==> src/gwm_pkg.sv <==
// Package for the greedy wildcard matcher: beat types, codes and constants.
`default_nettype none
package gwm_pkg;

  localparam int MAX_PATTERN_DEF = 32;
  localparam int POS_W           = 6;
  localparam int CFG_IDX_W       = 3;
  localparam int CFG_DATA_W      = 64;

  localparam logic [7:0] STAR  = 8'h2A;
  localparam logic [7:0] QMARK = 8'h3F;

  typedef logic [CFG_IDX_W-1:0] cfg_idx_t;

  localparam cfg_idx_t CFG_LENGTH = 3'd0;
  localparam cfg_idx_t CFG_WORD0  = 3'd1;
  localparam cfg_idx_t CFG_WORD3  = 3'd4;

  typedef logic [POS_W-1:0] pos_t;

  typedef enum logic [1:0] {
    ST_RUNNING = 2'd0,
    ST_FAILED  = 2'd1,
    ST_MATCHED = 2'd2
  } status_t;

  typedef struct packed {
    logic [7:0] text_byte;
    logic       is_final;
    logic       no_byte;
  } in_beat_t;

  typedef struct packed {
    logic matched;
  } out_beat_t;

  typedef struct packed {
    cfg_idx_t              index;
    logic [CFG_DATA_W-1:0] value;
  } cfg_beat_t;

endpackage
`default_nettype wire

==> src/gwm_stream_if.sv <==
// Valid/ready channel carrying one beat of a given payload type.
`default_nettype none
interface gwm_stream_if #(
  parameter type T = logic
);
  logic valid;
  logic ready;
  T     data;

  modport source (output valid, output data, input ready);
  modport sink   (input valid, input data, output ready);
endinterface
`default_nettype wire

==> src/greedy_wildcard_matcher_unit.sv <==
// Greedy wildcard matcher: streams target bytes against a configured pattern.
// The result register takes a result beat as its ending beat leaves the input register.
// Throughput: one input beat per cycle; an ending beat waits in the input register
// while the previous result beat is held, other beats keep flowing.
// The pattern step (compare, index update) sets the rate.
// Reset (synchronous, rst_n low): pattern length and bytes zero, position zero, running.
`default_nettype none
module greedy_wildcard_matcher_unit
  import gwm_pkg::*;
#(
  parameter int MAX_PATTERN = MAX_PATTERN_DEF
) (
  input  wire             clk,
  input  wire             rst_n,
  gwm_stream_if.sink      in_s,
  gwm_stream_if.source    out_s,
  gwm_stream_if.sink      cfg_s
);

  localparam int IDX_W     = (MAX_PATTERN > 1) ? $clog2(MAX_PATTERN) : 1;
  localparam int PAT_DEPTH = 2 ** IDX_W;
  localparam pos_t MAX_POS = POS_W'(MAX_PATTERN);

  logic [7:0] pat_r [PAT_DEPTH];
  logic [7:0] pat1_a [PAT_DEPTH];
  logic [7:0] pat2_a [PAT_DEPTH];
  pos_t       len_r;

  logic       in_valid_r;
  in_beat_t   in_data_r;
  logic       out_valid_r;
  logic       matched_r;
  logic       matched_nxt;
  pos_t       pos_r, pos_nxt;
  status_t    st_r, st_nxt;

  logic       cfg_wr;
  logic       emits, out_free, adv;
  pos_t       len_eff;
  pos_t       p1, p2, tk_pos;
  logic [1:0] tk_off;
  status_t    tk_st;
  logic [IDX_W-1:0] idx;
  logic [7:0] c0, c1, c2, ct;
  logic [7:0] b;

  // configuration
  assign cfg_s.ready = 1'b1;
  assign cfg_wr      = cfg_s.valid && cfg_s.ready;

  always_ff @(posedge clk) begin
    if (!rst_n) begin
      len_r <= '0;
    end else if (cfg_wr && cfg_s.data.index == CFG_LENGTH) begin
      len_r <= cfg_s.data.value[POS_W-1:0];
    end
  end

  for (genvar gi = 0; gi < PAT_DEPTH; gi++) begin : g_pat
    if (gi < MAX_PATTERN) begin : g_used
      always_ff @(posedge clk) begin
        if (!rst_n) begin
          pat_r[gi] <= '0;
        end else if (cfg_wr && cfg_s.data.index == CFG_WORD0 + CFG_IDX_W'(gi / 8)) begin
          pat_r[gi] <= cfg_s.data.value[(gi % 8) * 8 +: 8];
        end
      end
    end else begin : g_unused
      always_ff @(posedge clk) begin
        pat_r[gi] <= '0;
      end
    end
    assign pat1_a[gi] = pat_r[(gi + 1) % PAT_DEPTH];
    assign pat2_a[gi] = pat_r[(gi + 2) % PAT_DEPTH];
  end

  // handshake
  assign emits      = in_data_r.no_byte || in_data_r.is_final;
  assign out_free   = !out_valid_r || out_s.ready;
  assign adv        = in_valid_r && (!emits || out_free);
  assign in_s.ready = !in_valid_r || adv;

  always_ff @(posedge clk) begin
    if (!rst_n) begin
      in_valid_r <= 1'b0;
    end else if (in_s.ready) begin
      in_valid_r <= in_s.valid;
    end
  end

  always_ff @(posedge clk) begin
    if (in_s.ready && in_s.valid) begin
      in_data_r <= in_s.data;
    end
  end

  // pattern step
  always_comb begin
    len_eff = (len_r > MAX_POS) ? MAX_POS : len_r;
    p1      = pos_r + POS_W'(1);
    p2      = pos_r + POS_W'(2);
    idx     = pos_r[IDX_W-1:0];
    c0      = pat_r[idx];
    c1      = pat1_a[idx];
    c2      = pat2_a[idx];
    b       = in_data_r.text_byte;
    tk_off  = 2'd0;
    tk_st   = st_r;
    if (!in_data_r.no_byte && st_r == ST_RUNNING) begin
      priority if (pos_r >= len_eff) begin
        tk_st = ST_FAILED;
      end else if (c0 == STAR) begin
        if (p1 >= len_eff) begin
          tk_st = ST_MATCHED;
        end else if (b == c1) begin
          tk_off = 2'd2;
        end
      end else if (c0 == QMARK || c0 == b) begin
        tk_off = 2'd1;
      end else begin
        tk_st = ST_FAILED;
      end
    end
    unique case (tk_off)
      2'd1:    begin tk_pos = p1;    ct = c1; end
      2'd2:    begin tk_pos = p2;    ct = c2; end
      default: begin tk_pos = pos_r; ct = c0; end
    endcase

    priority if (tk_st == ST_MATCHED) begin
      matched_nxt = 1'b1;
    end else if (tk_st == ST_FAILED) begin
      matched_nxt = 1'b0;
    end else if (tk_pos >= len_eff) begin
      matched_nxt = 1'b1;
    end else begin
      matched_nxt = (ct == STAR) && (tk_pos + POS_W'(1) >= len_eff);
    end

    if (emits) begin
      pos_nxt = '0;
      st_nxt  = ST_RUNNING;
    end else begin
      pos_nxt = tk_pos;
      st_nxt  = tk_st;
    end
  end

  always_ff @(posedge clk) begin
    if (!rst_n) begin
      pos_r <= '0;
      st_r  <= ST_RUNNING;
    end else if (adv) begin
      pos_r <= pos_nxt;
      st_r  <= st_nxt;
    end
  end

  // result register
  always_ff @(posedge clk) begin
    if (!rst_n) begin
      out_valid_r <= 1'b0;
    end else if (adv && emits) begin
      out_valid_r <= 1'b1;
    end else if (out_s.ready) begin
      out_valid_r <= 1'b0;
    end
  end

  always_ff @(posedge clk) begin
    if (adv && emits) begin
      matched_r <= matched_nxt;
    end
  end

  assign out_s.valid        = out_valid_r;
  assign out_s.data.matched = matched_r;

  // checks
  a_result_loaded: assert property (@(posedge clk) disable iff (!rst_n)
    adv && emits |=> out_valid_r)
    else $error("result beat not loaded");

  a_restart: assert property (@(posedge clk) disable iff (!rst_n)
    adv && emits |=> pos_r == '0 && st_r == ST_RUNNING)
    else $error("matcher did not return to pattern start");

  a_verdict_hold: assert property (@(posedge clk) disable iff (!rst_n)
    adv && !emits && st_r != ST_RUNNING |=> $stable(pos_r) && $stable(st_r))
    else $error("state moved after verdict was known");

  a_in_hold: assert property (@(posedge clk) disable iff (!rst_n)
    in_valid_r && !adv |=> in_valid_r && $stable(in_data_r))
    else $error("stalled input beat lost");

endmodule
`default_nettype wire

==> src/flat_wrapper.sv <==
// flat-port wrapper written by rule: the top's interface ports become plain ports
module greedy_wildcard_matcher_unit_flat import gwm_pkg::*;
#(
  parameter int MAX_PATTERN = MAX_PATTERN_DEF
)
  (clk, rst_n, in_s_valid, in_s_data, in_s_ready, out_s_valid, out_s_data, out_s_ready, cfg_s_valid, cfg_s_data, cfg_s_ready);
  gwm_stream_if #(.T(in_beat_t)) in_s_i ();
  gwm_stream_if #(.T(out_beat_t)) out_s_i ();
  gwm_stream_if #(.T(cfg_beat_t)) cfg_s_i ();
  input  wire clk;
  input  wire rst_n;
  input wire logic [$bits(in_s_i.valid)-1:0] in_s_valid;
  input wire logic [$bits(in_s_i.data)-1:0] in_s_data;
  output wire logic [$bits(in_s_i.ready)-1:0] in_s_ready;
  output wire logic [$bits(out_s_i.valid)-1:0] out_s_valid;
  output wire logic [$bits(out_s_i.data)-1:0] out_s_data;
  input wire logic [$bits(out_s_i.ready)-1:0] out_s_ready;
  input wire logic [$bits(cfg_s_i.valid)-1:0] cfg_s_valid;
  input wire logic [$bits(cfg_s_i.data)-1:0] cfg_s_data;
  output wire logic [$bits(cfg_s_i.ready)-1:0] cfg_s_ready;
  assign in_s_i.valid = in_s_valid;
  assign in_s_i.data = in_s_data;
  assign in_s_ready = in_s_i.ready;
  assign out_s_valid = out_s_i.valid;
  assign out_s_data = out_s_i.data;
  assign out_s_i.ready = out_s_ready;
  assign cfg_s_i.valid = cfg_s_valid;
  assign cfg_s_i.data = cfg_s_data;
  assign cfg_s_ready = cfg_s_i.ready;
  greedy_wildcard_matcher_unit #(.MAX_PATTERN(MAX_PATTERN)) u_core (.clk(clk), .rst_n(rst_n), .in_s(in_s_i), .out_s(out_s_i), .cfg_s(cfg_s_i));
endmodule
==> config.mk <==
export PLATFORM = sky130hd
export DESIGN_NAME = greedy_wildcard_matcher_unit_flat
export DESIGN_NICKNAME = d
export VERILOG_FILES = /design/src/gwm_pkg.sv /design/src/gwm_stream_if.sv /design/src/greedy_wildcard_matcher_unit.sv /design/src/flat_wrapper.sv
export SDC_FILE = /design/constraint.sdc
export NUM_CORES = 1
export LEC_CHECK = 0
export BUFFER_PORTS_ARGS = -buffer_cell sky130_fd_sc_hd__buf_2
export CORE_ASPECT_RATIO = 0.5
export CORE_MARGIN = 4
export CORE_UTILIZATION = 40
export CTS_CLUSTER_DIAMETER = 40
export DETAILED_ROUTE_END_ITERATION = 6
export SETUP_SLACK_MARGIN = 0.5
export SYNTH_ARGS = -nofsm -noshare
export SYNTH_HDL_FRONTEND = slang
export SYNTH_SLANG_ARGS = --single-unit
==> constraint.sdc <==
create_clock -name clk -period 7.8 [get_ports clk]
set_clock_uncertainty 0.1 [all_clocks]
set_input_delay 0.39 -clock clk [delete_from_list [all_inputs] [get_ports clk]]
set_output_delay 0.39 -clock clk [all_outputs]
set_load 0.01 [all_outputs]
==> results of run 1 <==
-- critical path: stages (launching register included) --
cell and delay [ns]:
edfxtp_1 0.57, mux4_1 0.56, mux4_2 0.50, mux2i_4 0.23, nand2_1 0.06, or4_1 0.45, or4b_4 0.59, nand2b_4 0.18
nor4_2 0.32, nand4_1 0.14, ha_2 0.40, o21ai_0 0.23, o21ai_2 0.14, ha_1 0.33, ha_1 0.31, a21o_1 0.16
a21o_1 0.17, a21o_1 0.17, a21o_1 0.17, a21oi_1 0.23, o31ai_1 0.12, a31o_2 0.23, maj3_1 0.34
-- synthesized netlist by cell type (all sizes together) (11+ instances only) --
| cell type | instances | area share (%) |
|---|---|---|
| o22ai | 17 | 0.60 |
| a22oi | 20 | 0.85 |
| inv | 11 | 0.23 |
| mux4 | 134 | 17 |
| buf | 37 | 1.1 |
| nor2 | 21 | 0.45 |
| o21ai | 37 | 1.0 |
| nand2 | 29 | 0.62 |
| dfxtp | 21 | 2.4 |
| nor4 | 23 | 0.85 |
| nand2b | 13 | 0.50 |
| xnor2 | 14 | 0.69 |
| nor3 | 17 | 0.48 |
| and2 | 266 | 9.4 |
| clkbuf | 66 | 1.4 |
| edfxtp | 267 | 45 |
| a21oi | 37 | 1.0 |
| ha | 29 | 2.1 |
| nor2b | 26 | 0.92 |
| mux2i | 112 | 6.4 |
| a211oi | 17 | 0.72 |
| nand3 | 11 | 0.31 |
-- what timing repair did --
action,in CTS,in global routing
hold buffers,11,0
resized for setup,3,5
endpoints found under the setup margin,1,1
setup buffers,0,1
hold endpoints to repair,11,0
-- sequential cells by signal (all words and copies together), names as in the netlist, named ones only --
signal              count
u_core.in_valid_r       1
u_core.pat_r          256
u_core.out_s.valid      1
u_core.len_r            6
u_core.out_s.data       1
u_core.b                8
u_core.in_data_r        2
u_core.st_r             2
u_core.pos_r            6
-- per-layer routing --
metal / share of wire [%] / vias up
li1: - / 5336
met1: 45 / 6411
met2: 42 / 734
met3: 11 / 98
met4: 1.8 / 2
met5: 0.023 / -
-- area by class of cell --
cell class	instances	area [sq um]
fillers	3811	23500
multi-input cells	928	8810
flip-flops and latches	288	8460
clock buffers	40	916
repair buffers	133	873
well taps	588	736
clock inverters	22	195
inverters	11	41.3
diodes	2	5.00
-- power by group through the flow --
stage / Sequential (mW) / Clock [mW] / Combinational (mW)
CTS: 1.89 / 1.62 / 0.275
floorplan: 1.87 / 0 / 0.169
global placement: 1.93 / 0 / 0.264
global route: 1.91 / 1.68 / 0.297
finish: 1.90 / 1.59 / 0.275
detailed placement: 1.93 / 0 / 0.270
-- through the flow --
| step | instances | setup slack [ns] | cell area [sq um] | hold slack (ns) |
|---|---|---|---|---|
| finish | 2012 | 0.817 | 20000 | 0.0551 |
| global route | 2010 | 0.514 | 20000 | 0.0595 |
| CTS | 2009 | 0.599 | 20000 | 0.0302 |
| detailed placement | 1936 | 0.223 | 18800 | 0.386 |
| global placement | 1936 | 0.525 | 18800 | 0.386 |
| floorplan | 1330 | 1.11 | 17700 | 0.358 |
-- path summary, 6_finish.rpt --
kind,slack [ns],depth (start not counted),endpoint,startpoint
max,0.82,22,u_core.out_s.data,u_core.pat_r[12][6]
min,0.06,2,u_core.pat_r[30][0],cfg_s_data[48]
max reg2reg,0.82,22,u_core.out_s.data,u_core.pat_r[12][6]
min reg2reg,0.40,2,u_core.st_r[1],u_core.st_r[1]
-- cells by family (layout without fill, tap and decap cells) --
family                   after synthesis  in the layout  share of synthesized area, %
other                                  1              3                        0.0212
flip-flops                           288            288                          47.8
AO/OA/AOI/OAI                        186            186                          7.00
buffers and inverters                114            206                          2.78
multiplexers                         254            254                          24.4
XOR/XNOR                              23             23                          1.14
adder cells (fa/ha/maj)               30             30                          2.11
AND/OR/NAND/NOR                      434            434                          14.8
==> flow_summary.ini, run 1 <==
[status]
outcome = finished clean

[finish]
final_nets = 1509
final_common_cell = edfxtp_1
final_cell_mix = 267 x edfxtp_1, 266 x and2_1, 118 x mux4_2, 111 x mux2i_1, 84 x buf_2
drive_gt1_share_pct = 23.4
final_util_pct = 46.0
area_delta_synth_final_pct = 13.5

[synthesis]
synth-async-reset-ratio_pct = 0
synth_fp_nets = 1441
synth.distinct_cells = 69
synthCells = 1330
yosys_register_bits = 288
syn_area_sq_um = 17700
yosysSeqAreaShare_pct = 47.8
synth_ff_type = edfxtp_1
postSynthAreaPerCell_sq_um = 13.3
synth_edf_count = 267
ys_warn_count = 0

[pwr]
p_total_mw = 3.77
clkPwrFrac_pct = 42.2
switching_power_uw = 949
peakVddDrop_mv = 0.128
internal_power_mw = 2.82
pwr-share-seq_pct = 50.5
powerDensity_nw_per_um2 = 188
p_comb_share_pct = 7.3
power.leakage_nw = 6.56
netSwitchingFraction_pct = 25.2

[timing]
final_hold_viol_count = 0
min_period_ns = 6.98
finalSetupTns_ns = 0
final-max-slew-violation-count = 0
slew_headroom_pct = 24.3
fmax_mhz = 143
rsz0062_at_grt = no
worst_slew_pin_slew_ns = 1.12
setup_viol = 0
finalCritPeriodShare_pct = 89.5

[place]
numPortBuffers = 84
dpl.hpwl_microns = 39900
gp_congestion = 0.948

[grt]
grt_use_met2_pct = 34.4
grt_usage_pct = 23.6
grt.met3_usage_pct = 6.40
grt_pass1_vias = 12288
grt_pass1_wl_microns = 84400
busiest_layer = met1
grt_max_degree = 67
use_met1_pct = 35.5
grt_remaining_overflow = 0
antenna_found_initial = 2

[flow_run]
cap_violations = 0

[routing]
vias_per_cell = 6.25
ant_nets = 0
vias = 12581
drt-total-wl_microns = 57300
wire_per_inst_microns = 28.5
drc = 0
drt_iter0_markers = 1689
dr.pass1.iters = 6

[floorplanning]
core.rowCount = 54
fp.dieW_microns = 305
die_area_sq_um = 47800
die_y_microns = 157
initial_core_util_pct = 40.5
io-pin-count = 86
fp.coreArea_sq_um = 43600

[clocking]
cts_buffers = 36
cts_tree = built
clk_latency_ns = 0.55
clk_pin_slew_worst_paths_ns = 0.06
clock-root-buffer = clkbuf_16
clockBufferDepth = 3
htreeDepth = 2
cts_sinks = 288

[setup_path]
cp_max_fo = 12
required_ns = 7.98
critPathCaptureType = register
critPathArrivalTime_ns = 7.16
start_kind = register
crit_type = register to register

[worst_hold_path]
hp-class = primary input to register
No activity file was read; power rests on OpenSTA's default activity.
==> inputs of run 2 (changes only) <==
- PLACE_DENSITY: unset -> 0.59
==> run 2 against run 1 <==
Worst setup slack worse by 0.051 ns. Clock power is 5% higher. Global-route usage is 0.74 points higher. Register-to-register slack worse by 0.05 ns. Final area is 0.12% higher. Combinational power is 1% higher. Power is 2.3% higher. Routed wire length is 2.4% higher. Cell count is 0.15% higher. Maximum frequency is 0.73% lower. Sequential power hardly changed.
==> flow_summary.ini, run 2 (synthesis gave the netlist of run 1 again) <==
[setup_path]
cp_max_fo = 12
critPathMaxStageDelay_ns = 0.61
start_kind = register
cpMaxStageDelayCell = mux4_1
crit_type = register to register
crit_chain = mux4_1 -> mux4_2 -> mux2i_4 -> nand2_1 -> or4_1 -> or4b_4 -> nand2b_4 -> nor4_2 -> nand4_1 -> ha_2 -> inv_1 -> nand2_1 -> o21ai_2 -> ha_1 -> ha_1 -> a21o_1 -> a21o_1 -> a21o_1 -> a21o_1 -> a21oi_1 -> a2111oi_0 -> a31o_2 -> maj3_1
critPathBufInv = 1
required_ns = 7.99
critPathArrivalTime_ns = 7.22
critPathCaptureType = register
crit_path_frequent_cell = a21o_1
cp_top_family = simple AND/OR/NAND/NOR gates

[grt]
grt_usage_pct = 24.3
antenna_found_initial = 2
grt_max_degree = 68
grt_remaining_overflow = 0
grt_pass1_wl_microns = 86700
grt_use_met2_pct = 34.1
grt_pass1_vias = 12382
grt.met3_usage_pct = 6.61
use_met1_pct = 37.9
busiest_layer = met1

[finish]
final_cell_mix = 267 x edfxtp_1, 266 x and2_1, 118 x mux4_2, 111 x mux2i_1, 84 x buf_2
largest_register_ff_count = 256
drive_gt1_share_pct = 23.8
regMostFlops = u_core.pat_r
area_delta_synth_final_pct = 13.6
final_util_pct = 46.0
fill_cells = 3838
diodes = 0
final_nets = 1510
final_common_cell = edfxtp_1

[clocking]
clk_pin_slew_worst_paths_ns = 0.06
clock-root-buffer = clkbuf_16
cts_sinks = 288
cts_buffers = 36
cts_tree = built
clk_latency_ns = 0.55
clockBufferDepth = 3
htreeDepth = 2

[timing]
slew_headroom_pct = 24.7
setup_viol = 0
final_hold_viol_count = 0
worst_slew_pin_slew_ns = 1.12
min_period_ns = 7.03
fmax_mhz = 142
finalCritPeriodShare_pct = 90.2
rsz0062_at_grt = no
final-max-slew-violation-count = 0
finalSetupTns_ns = 0

[place]
numPortBuffers = 84
dpl.hpwl_microns = 41300
gp_congestion = 0.962

[floorplanning]
io-pin-count = 86
fp.dieW_microns = 305
die_y_microns = 157
die_area_sq_um = 47800
core.rowCount = 54
fp.coreArea_sq_um = 43600
initial_core_util_pct = 40.5

[routing]
drt_iter0_markers = 1611
dr.pass1.iters = 5
drc = 0
vias = 12666
vias_per_cell = 6.29
wire_per_inst_microns = 29.1
drt-total-wl_microns = 58600
ant_nets = 0

[worst_hold_path]
hp-start = cfg_s_data[33]
hp-class = primary input to register

[status]
outcome = finished clean

[pwr]
powerDensity_nw_per_um2 = 192
power.leakage_nw = 6.59
peakVddDrop_mv = 0.144

[flow_run]
cap_violations = 0
-- run 2: metrics by stage --
stage               hold slack (ns)  setup slack, ns  instance area (sq um)  cells  power (mW)
CTS                          0.0300            0.572                  20000   2015        3.88
global placement              0.391            0.547                  18800   1938        2.20
global route                 0.0530            0.602                  20100   2015        3.98
finish                       0.0623            0.766                  20100   2015        3.85
detailed placement            0.397            0.391                  18800   1938        2.20
floorplan                     0.358             1.11                  17700   1330        2.04
-- run 2: final timing paths --
path	endpoint	slack (ns)	cells after the start
hold / removal	u_core.pat_r[20][1]	0.06	2
setup reg to reg	u_core.out_s.data	0.77	23
setup / recovery	u_core.out_s.data	0.77	23
hold reg to reg	u_core.st_r[1]	0.42	2
-- run 2: per-layer routing --
| layer | part of all wire, % | wire [microns] |
|---|---|---|
| met1 | 46 | 26800 |
| met2 | 41 | 24100 |
| met3 | 12 | 6760 |
| met4 | 1.7 | 1020 |
| met5 | 0.036 | 21 |
-- run 2: repair_timing --
item | 4_1_cts | 5_1_grt
resized for setup | 2 | 5
pin swaps | 0 | 0
hold buffers | 11 | 0
setup buffers | 0 | 0
endpoints found under the setup margin | 1 | 1
hold endpoints to repair | 11 | 0
-- run 2: report_power, final --
group | internal (mW) | switching (mW) | leakage, nW
sequential | 1.79 | 0.114 | 2.76
combinational | 0.129 | 0.150 | 3.26
clock | 0.946 | 0.723 | 0.577
-- run 2: area by class of cell --
type | count | area, sq um | area share, %
inverters | 11 | 41.3 | 0.206
flip-flops and latches | 288 | 8460 | 42.2
clock buffers | 42 | 966 | 4.82
clock inverters | 24 | 206 | 1.03
well taps | 588 | 736 | 3.67
repair buffers | 134 | 848 | 4.23
multi-input cells | 928 | 8800 | 43.9
